**config.mk**
```make
export PLATFORM = sky130hd
export DESIGN_NAME = crcfc_frame_core
export DESIGN_NICKNAME = d
export VERILOG_FILES = /design/src/hw/rtl/crcfc_pkg.sv /design/src/hw/rtl/crcfc_frame_core.sv
export SDC_FILE = /design/constraint.sdc
export NUM_CORES = 1
export LEC_CHECK = 0
export BUFFER_PORTS_ARGS = -buffer_cell sky130_fd_sc_hd__buf_2
export CORE_UTILIZATION = 35
export CTS_CLUSTER_DIAMETER = 120
export DETAILED_ROUTE_END_ITERATION = 12
export HOLD_SLACK_MARGIN = 0.05
export SYNTH_ARGS = -nofsm -noshare
export SYNTH_HDL_FRONTEND = slang
export SYNTH_SLANG_ARGS = --single-unit
```
**constraint.sdc**
```tcl
create_clock -name clock -period 4.1 [get_ports clock]
set_input_delay 1.23 -clock clock [delete_from_list [all_inputs] [get_ports clock]]
set_output_delay 1.23 -clock clock [all_outputs]
set_load 0.01 [all_outputs]
```
**src/hw/rtl/crcfc_pkg.sv**
```systemverilog
// Types, constants and the CRC byte update shared by the frame checker.
package crcfc_pkg;

   typedef logic [5:0] count_type;

   localparam count_type FRAME_LEN = 6'd35;
   localparam count_type CRC_LEN = 6'd33;
   localparam count_type LAST_IDX = 6'd34;
   localparam count_type SER_HI_FIRST = 6'd1;
   localparam count_type SER_HI_LAST = 6'd4;
   localparam count_type SER_LO_FIRST = 6'd9;
   localparam count_type SER_LO_LAST = 6'd13;
   localparam logic [15:0] CRC_POLY = 16'h8005;

   typedef struct packed {
      logic        crc_ok;
      logic [15:0] computed_crc;
      logic [31:0] serial_high;
      logic [39:0] serial_low;
      logic        serial_valid;
   } result_type;

   // Feeds one byte, least significant bit first, into the non-reflected register.
   function automatic logic [15:0] crc_byte(input logic [15:0] crc, input logic [7:0] b);
      logic [15:0] c;
      logic        fb;
      c = crc;
      for (int i = 0; i < 8; i++) begin
         fb = b[i] ^ c[15];
         c = {c[14:0], 1'b0};
         if (fb) begin
            c = c ^ CRC_POLY;
         end
      end
      return c;
   endfunction

endpackage

```
**src/hw/rtl/crcfc_frame_core.sv**
```systemverilog
// Frame position, CRC register, serial capture and held serial of the checker.
module crcfc_frame_core import crcfc_pkg::*; (
   input  logic       clock,
   input  logic       reset,
   input  logic       step,
   input  logic [7:0] data_byte,
   input  logic       frame_start,
   output logic       emit,
   output result_type result
);

   count_type   byte_count_ff, byte_count_in;
   logic [15:0] crc_ff, crc_in;
   logic [7:0]  rx_low_ff, rx_low_in;
   logic [31:0] frame_hi_ff, frame_hi_in;
   logic [39:0] frame_lo_ff, frame_lo_in;
   logic [31:0] held_hi_ff, held_hi_in;
   logic [39:0] held_lo_ff, held_lo_in;
   logic        held_valid_ff, held_valid_in;

   count_type   idx;
   logic        active;
   logic        crc_match;
   logic [15:0] crc_base;
   logic [7:0]  rx_low_base;
   logic [31:0] frame_hi_base;
   logic [39:0] frame_lo_base;

   always_comb begin
      idx = frame_start ? '0 : byte_count_ff;
      active = idx < FRAME_LEN;
      crc_base = frame_start ? '0 : crc_ff;
      rx_low_base = frame_start ? '0 : rx_low_ff;
      frame_hi_base = frame_start ? '0 : frame_hi_ff;
      frame_lo_base = frame_start ? '0 : frame_lo_ff;
      emit = active && (idx == LAST_IDX);
      crc_match = (rx_low_ff == crc_ff[7:0]) && (data_byte == crc_ff[15:8]);
   end

   always_comb begin
      byte_count_in = byte_count_ff;
      crc_in = crc_ff;
      rx_low_in = rx_low_ff;
      frame_hi_in = frame_hi_ff;
      frame_lo_in = frame_lo_ff;
      held_hi_in = held_hi_ff;
      held_lo_in = held_lo_ff;
      held_valid_in = held_valid_ff;
      if (step && active) begin
         byte_count_in = idx + 6'd1;
         crc_in = crc_base;
         rx_low_in = rx_low_base;
         frame_hi_in = frame_hi_base;
         frame_lo_in = frame_lo_base;
         if (idx < CRC_LEN) begin
            crc_in = crc_byte(crc_base, data_byte);
         end
         if (idx >= SER_HI_FIRST && idx <= SER_HI_LAST) begin
            frame_hi_in = {frame_hi_base[23:0], data_byte};
         end
         if (idx >= SER_LO_FIRST && idx <= SER_LO_LAST) begin
            frame_lo_in = {frame_lo_base[31:0], data_byte};
         end
         if (idx == CRC_LEN) begin
            rx_low_in = data_byte;
         end
         if (emit && crc_match) begin
            held_hi_in = frame_hi_ff;
            held_lo_in = frame_lo_ff;
            held_valid_in = 1'b1;
         end
      end
   end

   always_comb begin
      result.crc_ok = crc_match;
      result.computed_crc = crc_ff;
      result.serial_high = crc_match ? frame_hi_ff : held_hi_ff;
      result.serial_low = crc_match ? frame_lo_ff : held_lo_ff;
      result.serial_valid = crc_match | held_valid_ff;
   end

   always_ff @(posedge clock) begin
      if (reset) begin
         byte_count_ff <= FRAME_LEN;
         crc_ff <= '0;
         rx_low_ff <= '0;
         frame_hi_ff <= '0;
         frame_lo_ff <= '0;
         held_hi_ff <= '0;
         held_lo_ff <= '0;
         held_valid_ff <= 1'b0;
      end else begin
         byte_count_ff <= byte_count_in;
         crc_ff <= crc_in;
         rx_low_ff <= rx_low_in;
         frame_hi_ff <= frame_hi_in;
         frame_lo_ff <= frame_lo_in;
         held_hi_ff <= held_hi_in;
         held_lo_ff <= held_lo_in;
         held_valid_ff <= held_valid_in;
      end
   end

endmodule

```
==> flow_metrics.env, run 1 <==
export IMPL_firstDrtPassIters=5
export IMPL_drtAntennaViolNets=0
export IMPL_synth_compound_area_share_pct=16.1
export IMPL_timing_final_ws_setup_ps=-52.7
export IMPL_diodes=0
export IMPL_wirelength_um=21600
export IMPL_startpoint="data_byte[5]"
export IMPL_setup_violations_final=18
export IMPL_ios=103
export IMPL_coreArea_um2=21300
export IMPL_hold_buffers=0
export IMPL_synthArstFlopShare_pct=0
export IMPL_htreeDepth=4
export IMPL_status="complete, but fails checks"
export IMPL_yosysWarnings=0
export IMPL_synth_top_area_share_pct=45.6
export IMPL_violations="negative setup slack"
export IMPL_fin_skew_ps=7.81
export IMPL_synth_cells=895
export IMPL_area_growth_pct=31.1
export IMPL_ys_seq_elements=175
export IMPL_fin_util_pct=47.3
export IMPL_grt_max_degree=89
export IMPL_yosys_top_cells_area="dfxtp_1 46%, mux2_2 11%, nand2_1 8.5%, a22oi_1 7.1%, a21oi_1 6.4%"
export IMPL_drive_gt1_share_pct=25.9
export IMPL_die_y_um=150
export IMPL_synth_xor_area_share_pct=4.51
export IMPL_min_period_over_period_pct=101
export IMPL_fin_total_pwr_mw=3.70
export IMPL_final_cell_area_um2=10100
export IMPL_crit_fanout=8
export IMPL_cap_violations=0
export IMPL_die_area_um2=22500
export IMPL_slew_viol_final=0
export IMPL_gp_congestion=0.783
export IMPL_drc=0
export IMPL_wl_per_cell_um=17.1
export IMPL_insertion_delay_ps=420
export IMPL_synthMuxAreaShare_pct=11.0
export IMPL_clock_fmax_ghz=0.241
export IMPL_yosys_cell_types_count=45
export IMPL_synth_fa_ha_area_share_pct=0.815
export IMPL_numCtsBuffers=17
export IMPL_die_w_um=150
export IMPL_worstSetupPathType="input pin to primary output"
export IMPL_antenna_found_initial=0
export IMPL_pre_cts_ws_ps=-75.0
export IMPL_hold_violations=0
export IMPL_cts_clk_slew_worst_paths_ps=60
export IMPL_yosys_area_share_simple_pct=17.3
export IMPL_port_buffers=102
export IMPL_placed_cell_area_um2=8510
export IMPL_dr_first_iter_drc_count=488
export IMPL_core_rowCount=53
export IMPL_synth_seq_area_share_pct=45.6
export IMPL_grt_ovfl_total=0
export IMPL_rsz0062_at_grt="true"
export IMPL_worstPathArrival_ps=2920
export IMPL_power_density_nw_per_um2=367
export IMPL_grt_util_all_layers_pct=18.5
export IMPL_worstMarginPinSlew_ps=675
export IMPL_synth_top_family_by_area="simple AND/OR/NAND/NOR gates"
export IMPL_nets=998
export IMPL_clockBufferDepth=2
export IMPL_synthFlopType="dfxtp_1"
export IMPL_relSlewSlack_pct=55.0
export IMPL_root_buffer="clkbuf_16"
export IMPL_num_vias=6617
export IMPL_synth_top_area_cell="dfxtp_1"
export IMPL_r2r_start="crc_ff[14]$_SDFFE_PP0P_"
export IMPL_leakage_nw=3.74
export IMPL_synth_area_um2=7680
export IMPL_worstHoldPathType="flip-flop to flip-flop"
export IMPL_cp_start_kind="input pin"
export IMPL_critPathCaptureType="primary output"
export IMPL_hold_path_startpoint="held_hi_ff[0]$_SDFFE_PP0P_"
export IMPL_synth_edff_count=0
export IMPL_cts_sinks=175
export IMPL_cp_required_ps=2870
export IMPL_grt_pass1_vias=5928
export IMPL_start_util_pct=36.1
export IMPL_ir_drop_uv=264
export IMPL_via_per_inst=5.22
export IMPL_synth_nets=912
export IMPL_fin_crit_ps=4150
export IMPL_grt_first_pass_wirelength_um=32400
export IMPL_syn_area_per_cell_um2=8.58
export IMPL_cts_tree="built"
export IMPL_hpwl_um=13400
-- worst max-delay path, cell delays in order --
cell       delay, ps
buf_6            100
xnor2_2          140
nand4_1          160
nor4_4           360
buf_6            260
clkbuf_16        190
mux2_2           350
buf_6            120
-- Yosys cell counts, drive strengths merged (5+ instances only) --
cell and number:
o21ai 9, a22oi 73, nand4 5, nand2 174, and3 6, ha 5
clkbuf 49, inv 5, nor2 95, nand3 20, xnor2 35, a21oi 98
buf 27, dfxtp 175, mux2 72
-- layer usage --
metal	vias up	GRT usage, %	share of wire, %
met5	-	0	0
met2	167	28.2	47
met1	3202	26.2	48
li1	3233	-	-
met4	0	4.75	1.1
met3	15	4.15	4.5
-- path summary, 6_finish.rpt --
check                           cells past startpoint  slack (ps)                          end
worst max-delay path                                8         -50                   result[70]
worst min-delay path                                2         450   held_hi_ff[0]$_SDFFE_PP0P_
worst max register to register                     10        1450  held_hi_ff[28]$_SDFFE_PP0P_
worst min register to register                      2         450   held_hi_ff[0]$_SDFFE_PP0P_
-- flip-flops by register name, summed over array words and instances (netlist names) --
signal,count
byte_count_ff,6
held_lo_ff,40
frame_hi_ff,32
crc_ff,16
rx_low_ff,8
held_hi_ff,32
frame_lo_ff,40
held_valid_ff,1
-- power breakdown --
| group | switching, mW | internal [mW] |
|---|---|---|
| Clock | 0.645 | 1.01 |
| Sequential | 0.0342 | 1.72 |
| Combinational | 0.169 | 0.115 |
| Total | 0.848 | 2.85 |
-- layout make-up --
cell class	instances	area (um^2)
fill	2003	11200
inverter	5	18.8
multi-input combinational	639	4130
clock inverter	7	138
clock buffer	23	448
sequential	175	3500
tap	275	344
timing repair buffer	143	1490
-- cells by family after synthesis --
kind of cell    count (synthesis)
flops                         175
compound gates                199
simple gates                  322
buf+inv                        81
xor+xnor                       38
mux                            75
fa+ha+maj                       5
-- placed cells by master (no fill, tap or decap), types with 9 or more instances in the layout --
master     Yosys  routed
nand3_1       20      19
nand2_1      174     174
buf_2         19      28
xnor2_1       35      30
clkbuf_16      0      22
a22oi_1       73      73
buf_4          4      26
o21ai_0        9       9
nor2_1        95      94
mux2_4         0      65
dfxtp_1      175     175
a21oi_1       98      98
buf_6          3      75
-- what timing repair did --
action / in CTS / in global routing
endpoints found under the hold margin: 0 / 0
gates cloned: 2 / 5
buffers inserted: 2 / 2
gates resized for setup: 5 / 154
pin swaps: 2 / 4
endpoints found under the setup margin: 69 / 71
-- stage by stage --
stage,hold slack (ps),setup TNS (ps),cells
2_1_floorplan,433,0,895
3_3_place_gp,439,-2810,1228
3_5_place_dp,444,-2880,1228
4_1_cts,453,0,1260
5_1_grt,477,-3430,1267
6_report,453,-273,1267
No activity file was read; power rests on OpenSTA's default activity.
==> run 2, diff against run 1 <==
BUFFER_PORTS_ARGS = unset   (was -buffer_cell sky130_fd_sc_hd__buf_2)
CORE_UTILIZATION = 57   (was 35)
DONT_BUFFER_PORTS = 1   (was unset)
PLACE_DENSITY = 0.75   (was unset)
==> flow_metrics.env, run 2 (synthesis results as in run 1) <==
export IMPL_status="completed"
export IMPL_die_y_um=118
export IMPL_gp_congestion=0.908
export IMPL_placed_cell_area_um2=7690
export IMPL_dr_first_iter_drc_count=572
export IMPL_num_vias=6156
export IMPL_cts_clk_slew_worst_paths_ps=60
export IMPL_slew_viol_final=0
export IMPL_coreArea_um2=13200
export IMPL_grt_max_degree=174
export IMPL_htreeDepth=4
export IMPL_cts_resized=0
export IMPL_insertion_delay_ps=430
export IMPL_numCtsBuffers=17
export IMPL_drtAntennaViolNets=0
export IMPL_hpwl_um=12000
export IMPL_rr_endpoint="held_hi_ff[30]$_SDFFE_PP0P_"
export IMPL_worstPathArrival_ps=2770
export IMPL_leakage_nw=2.87
export IMPL_grt_util_all_layers_pct=27.0
export IMPL_fin_skew_ps=6.61
export IMPL_setup_violations_final=0
export IMPL_firstDrtPassIters=5
export IMPL_hold_buffers=0
export IMPL_rr_worst_depth=8
export IMPL_grt_pass1_vias=5821
export IMPL_area_growth_pct=8.25
export IMPL_port_buffers=0
export IMPL_worstSetupPathType="input pin to primary output"
export IMPL_critPathCaptureType="primary output"
export IMPL_worstHoldPathCells=2
export IMPL_cts_tree="built"
export IMPL_die_area_um2=13900
export IMPL_worstMarginPinSlew_ps=726
export IMPL_core_rowCount=42
export IMPL_root_buffer="clkbuf_16"
export IMPL_start_util_pct=58.2
export IMPL_crit_fanout=67
export IMPL_clock_fmax_ghz=0.250
export IMPL_n_fill_cell=1118
export IMPL_antenna_found_initial=0
export IMPL_clockBufferDepth=2
export IMPL_fin_crit_ps=4000
export IMPL_grt_first_pass_wirelength_um=30100
export IMPL_cts_setup_buffers=0
export IMPL_timing_final_ws_setup_ps=99.0
export IMPL_hold_violations=0
export IMPL_relSlewSlack_pct=51.5
export IMPL_final_common_cell="dfxtp_1"
export IMPL_cp_required_ps=2870
export IMPL_holdWs_ps=452
export IMPL_holdPathEnd="held_hi_ff[7]$_SDFFE_PP0P_"
export IMPL_wl_per_cell_um=17.8
export IMPL_fin_setup_tns_ps=0
export IMPL_rsz0062_at_grt="false"
export IMPL_r2r_start="crc_ff[10]$_SDFFE_PP0P_"
export IMPL_cap_violations=0
export IMPL_top_regs="frame_lo_ff: 40 flops, held_lo_ff: 40 flops"
export IMPL_via_per_inst=5.93
export IMPL_diodes=0
export IMPL_min_period_over_period_pct=97.6
export IMPL_nets=866
export IMPL_worstHoldPathType="flip-flop to flip-flop"
export IMPL_ios=103
export IMPL_drive_gt1_share_pct=14.8
export IMPL_die_w_um=118
export IMPL_layout_common_cells="175 x dfxtp_1, 174 x nand2_1, 98 x a21oi_1"
export IMPL_grt_ovfl_total=0
export IMPL_cts_sinks=175
export IMPL_final_cell_area_um2=8310
export IMPL_ir_drop_uv=245
export IMPL_pre_cts_ws_ps=118
export IMPL_power_density_nw_per_um2=438
export IMPL_hold_path_startpoint="held_hi_ff[7]$_SDFFE_PP0P_"
export IMPL_rrSetupSlack_ps=1510
export IMPL_fin_total_pwr_mw=3.64
export IMPL_cp_start_kind="input pin"
export IMPL_wirelength_um=18500
export IMPL_drc=0
==> run 2: cell types whose count changed in the layout (fill, tap and decap cells not counted), sizes merged <==
cell	before	now
clkbuf	28	20
buf	138	11
bufinv	4	3
clkinvlp	1	3
inv	5	6
clkinv	2	5
==> run 2: final cells by class <==
class                           count  area (um^2)  area share, %
Timing Repair Buffer               11          120           1.45
Clock buffer                       20          467           5.62
Tap cell                          176          220           2.65
Inverter                            5         18.8          0.226
Multi-Input combinational cell    639         3820           46.0
Clock inverter                     12          158           1.90
Sequential cell                   175         3500           42.2
==> run 2: per-layer routing <==
metal | part of all wire (%) | wire length (um) | vias to the layer above | global-route usage (%)
met5 | 0 | 0 | - | 0
met4 | 2.4 | 450 | 0 | 11.3
li1 | - | - | 2968 | -
met2 | 48 | 8930 | 221 | 44.4
met1 | 43 | 7980 | 2933 | 34.1
met3 | 6.2 | 1140 | 34 | 6.25
==> run 2: worst max-delay path by stage <==
stage                  from    endpoint  cells past startpoint
6_report       data_byte[1]  result[50]                      5
4_1_cts        data_byte[1]  result[66]                      5
3_5_place_dp   data_byte[1]  result[66]                      5
2_1_floorplan  data_byte[1]  result[10]                      7
3_3_place_gp   data_byte[1]  result[59]                      5
5_1_grt        data_byte[1]  result[50]                      5
==> run 2: critical path, cell delays in order <==
cell,delay (ps)
xnor2_1,130
nand4_1,130
nor4_2,430
buf_12,330
mux2_2,420
==> run 2: where the power goes <==
part	switching, mW	internal (mW)	leakage (nW)	total (mW)
registers	0.0401	1.72	1.41	1.76
logic	0.111	0.0867	1.16	0.197
clock network	0.673	1.01	0.299	1.68
==> run 2: metrics by stage <==
step           std cells  utilization [%]
2_1_floorplan        895                -
3_3_place_gp        1006             58.3
3_5_place_dp        1006             58.3
4_1_cts             1038             63.0
5_1_grt             1038             63.0
6_report            1038             63.0
==> run 3, diff against run 2 <==
==> constraint.sdc (replaced) <==
create_clock -name clock -period 4.1 [get_ports clock]
set_input_delay 1.23 -clock clock [delete_from_list [all_inputs] [get_ports clock]]
set_output_delay 1.23 -clock clock [all_outputs]
set_load 0.02 [all_outputs]
==> flow_metrics.env, run 3 (synthesis results as in run 1) <==
export IMPL_status="completed"
export IMPL_port_buffers=0
export IMPL_cts_resized=0
export IMPL_cp_start_kind="input pin"
export IMPL_fin_skew_ps=8.09
export IMPL_r2r_start="byte_count_ff[1]$_SDFFE_PP1P_"
export IMPL_cp_required_ps=2870
export IMPL_layout_common_cells="175 x dfxtp_1, 174 x nand2_1, 98 x a21oi_1"
export IMPL_start_util_pct=58.2
export IMPL_gp_congestion=0.876
export IMPL_drtAntennaViolNets=0
export IMPL_area_growth_pct=7.92
export IMPL_die_area_um2=13900
export IMPL_crit_fanout=38
export IMPL_crit_slowest_cell="mux2_2"
export IMPL_antenna_found_initial=0
export IMPL_setup_violations_final=0
export IMPL_min_period_over_period_pct=96.7
export IMPL_crit_buf_inv=1
export IMPL_fin_util_pct=62.8
export IMPL_top_regs="frame_lo_ff: 40 flops, held_lo_ff: 40 flops"
export IMPL_firstDrtPassIters=5
export IMPL_numCtsBuffers=17
export IMPL_coreArea_um2=13200
export IMPL_cp_top_family="simple AND/OR/NAND/NOR gates"
export IMPL_grt_max_degree=174
export IMPL_cp_slowest_stage_delay_ps=430
export IMPL_slew_viol_final=0
export IMPL_leakage_nw=2.87
export IMPL_rr_worst_depth=10
export IMPL_grt_util_all_layers_pct=26.9
export IMPL_worstPathArrival_ps=2730
export IMPL_diodes=0
export IMPL_worstHoldPathType="flip-flop to flip-flop"
export IMPL_grt_ovfl_total=0
export IMPL_power_density_nw_per_um2=424
export IMPL_path_depth=5
export IMPL_startpoint="data_byte[4]"
export IMPL_root_buffer="clkbuf_16"
export IMPL_worstMarginPinSlew_ps=727
export IMPL_core_rowCount=42
export IMPL_dr_first_iter_drc_count=686
export IMPL_wirelength_um=18500
export IMPL_fin_crit_ps=3960
export IMPL_ios=103
export IMPL_final_common_cell="dfxtp_1"
export IMPL_grt_pass1_vias=5851
export IMPL_clockBufferDepth=2
export IMPL_hold_buffers=0
export IMPL_cap_violations=0
export IMPL_cts_clk_slew_worst_paths_ps=60
export IMPL_clock_fmax_ghz=0.252
export IMPL_hpwl_um=12000
export IMPL_grt_first_pass_wirelength_um=29900
export IMPL_die_w_um=118
export IMPL_relSlewSlack_pct=51.4
export IMPL_drc=0
export IMPL_ir_drop_uv=239
export IMPL_fin_setup_tns_ps=0
export IMPL_htreeDepth=4
export IMPL_path_cells="xnor2_1 -> nand4_1 -> nor4_4 -> buf_12 -> mux2_2"
export IMPL_critPathCapture="result[18]"
export IMPL_rr_endpoint="held_lo_ff[26]$_SDFFE_PP0P_"
export IMPL_drive_gt1_share_pct=14.6
export IMPL_wl_per_cell_um=17.8
export IMPL_cts_tree="built"
export IMPL_rsz0062_at_grt="false"
export IMPL_via_per_inst=6.00
export IMPL_cts_sinks=175
export IMPL_rrSetupSlack_ps=1460
export IMPL_die_y_um=118
export IMPL_num_vias=6233
export IMPL_critPathCaptureType="primary output"
export IMPL_hold_violations=0
export IMPL_insertion_delay_ps=420
export IMPL_worstSetupPathType="input pin to primary output"
export IMPL_cts_setup_buffers=0
export IMPL_nets=867
-- run 3: routing by layer --
metal  GRT usage, %  vias up  part of all wire [%]
met4           11.0        0                   1.6
met3           6.01       26                   5.9
met5              0        -                     0
met1           34.4     3017                    44
li1               -     2973                     -
met2           43.7      217                    49
-- run 3: worst min path at each step --
| stage | startpoint | cells after the start | to | slack, ps |
|---|---|---|---|---|
| 2_1_floorplan | held_valid_ff$_SDFFE_PP0P_ | 2 | held_valid_ff$_SDFFE_PP0P_ | 430 |
| 3_3_place_gp | held_hi_ff[14]$_SDFFE_PP0P_ | 2 | held_hi_ff[14]$_SDFFE_PP0P_ | 430 |
| 3_5_place_dp | held_hi_ff[26]$_SDFFE_PP0P_ | 2 | held_hi_ff[26]$_SDFFE_PP0P_ | 440 |
| 4_1_cts | held_lo_ff[7]$_SDFFE_PP0P_ | 2 | held_lo_ff[7]$_SDFFE_PP0P_ | 450 |
| 5_1_grt | held_lo_ff[7]$_SDFFE_PP0P_ | 2 | held_lo_ff[7]$_SDFFE_PP0P_ | 470 |
| 6_report | held_lo_ff[37]$_SDFFE_PP0P_ | 2 | held_lo_ff[37]$_SDFFE_PP0P_ | 450 |
-- run 3: through the flow --
stage / power (mW) / hold slack [ps] / worst slack [ps] / cells / instance area (um^2)
finish: 3.51 / 454 / 135 / 1039 / 8290
global route: 3.64 / 470 / 81.8 / 1039 / 8290
CTS: 3.53 / 451 / 139 / 1039 / 8290
global placement: 2.00 / 433 / 181 / 1007 / 7710
floorplan: 1.99 / 433 / 38.1 / 895 / 7680
detailed placement: 2.01 / 442 / 159 / 1007 / 7710
-- run 3: area by class of cell --
type | instances | area, um^2
clock buffer | 24 | 492
clock inverter | 8 | 78.8
fill | 1148 | 4900
inverter | 5 | 18.8
timing repair buffer | 12 | 140
sequential | 175 | 3500
tap | 176 | 220
multi-input combinational | 639 | 3830
-- run 3: worst reg2reg max path, cell delays in order, from the launching register on --
cell     delay, ps
dfxtp_1        330
nand2_1        150
inv_1           90
ha_1           270
nor4_1         300
and3_1         280
and2_1         310
and3_2         260
buf_12         260
nand2_1        160
a21oi_1        150
-- run 3: where the power goes --
group	internal, mW	total [mW]	switching [mW]
sequential	1.72	1.77	0.0490
clock	0.902	1.54	0.638
combinational	0.0874	0.200	0.112
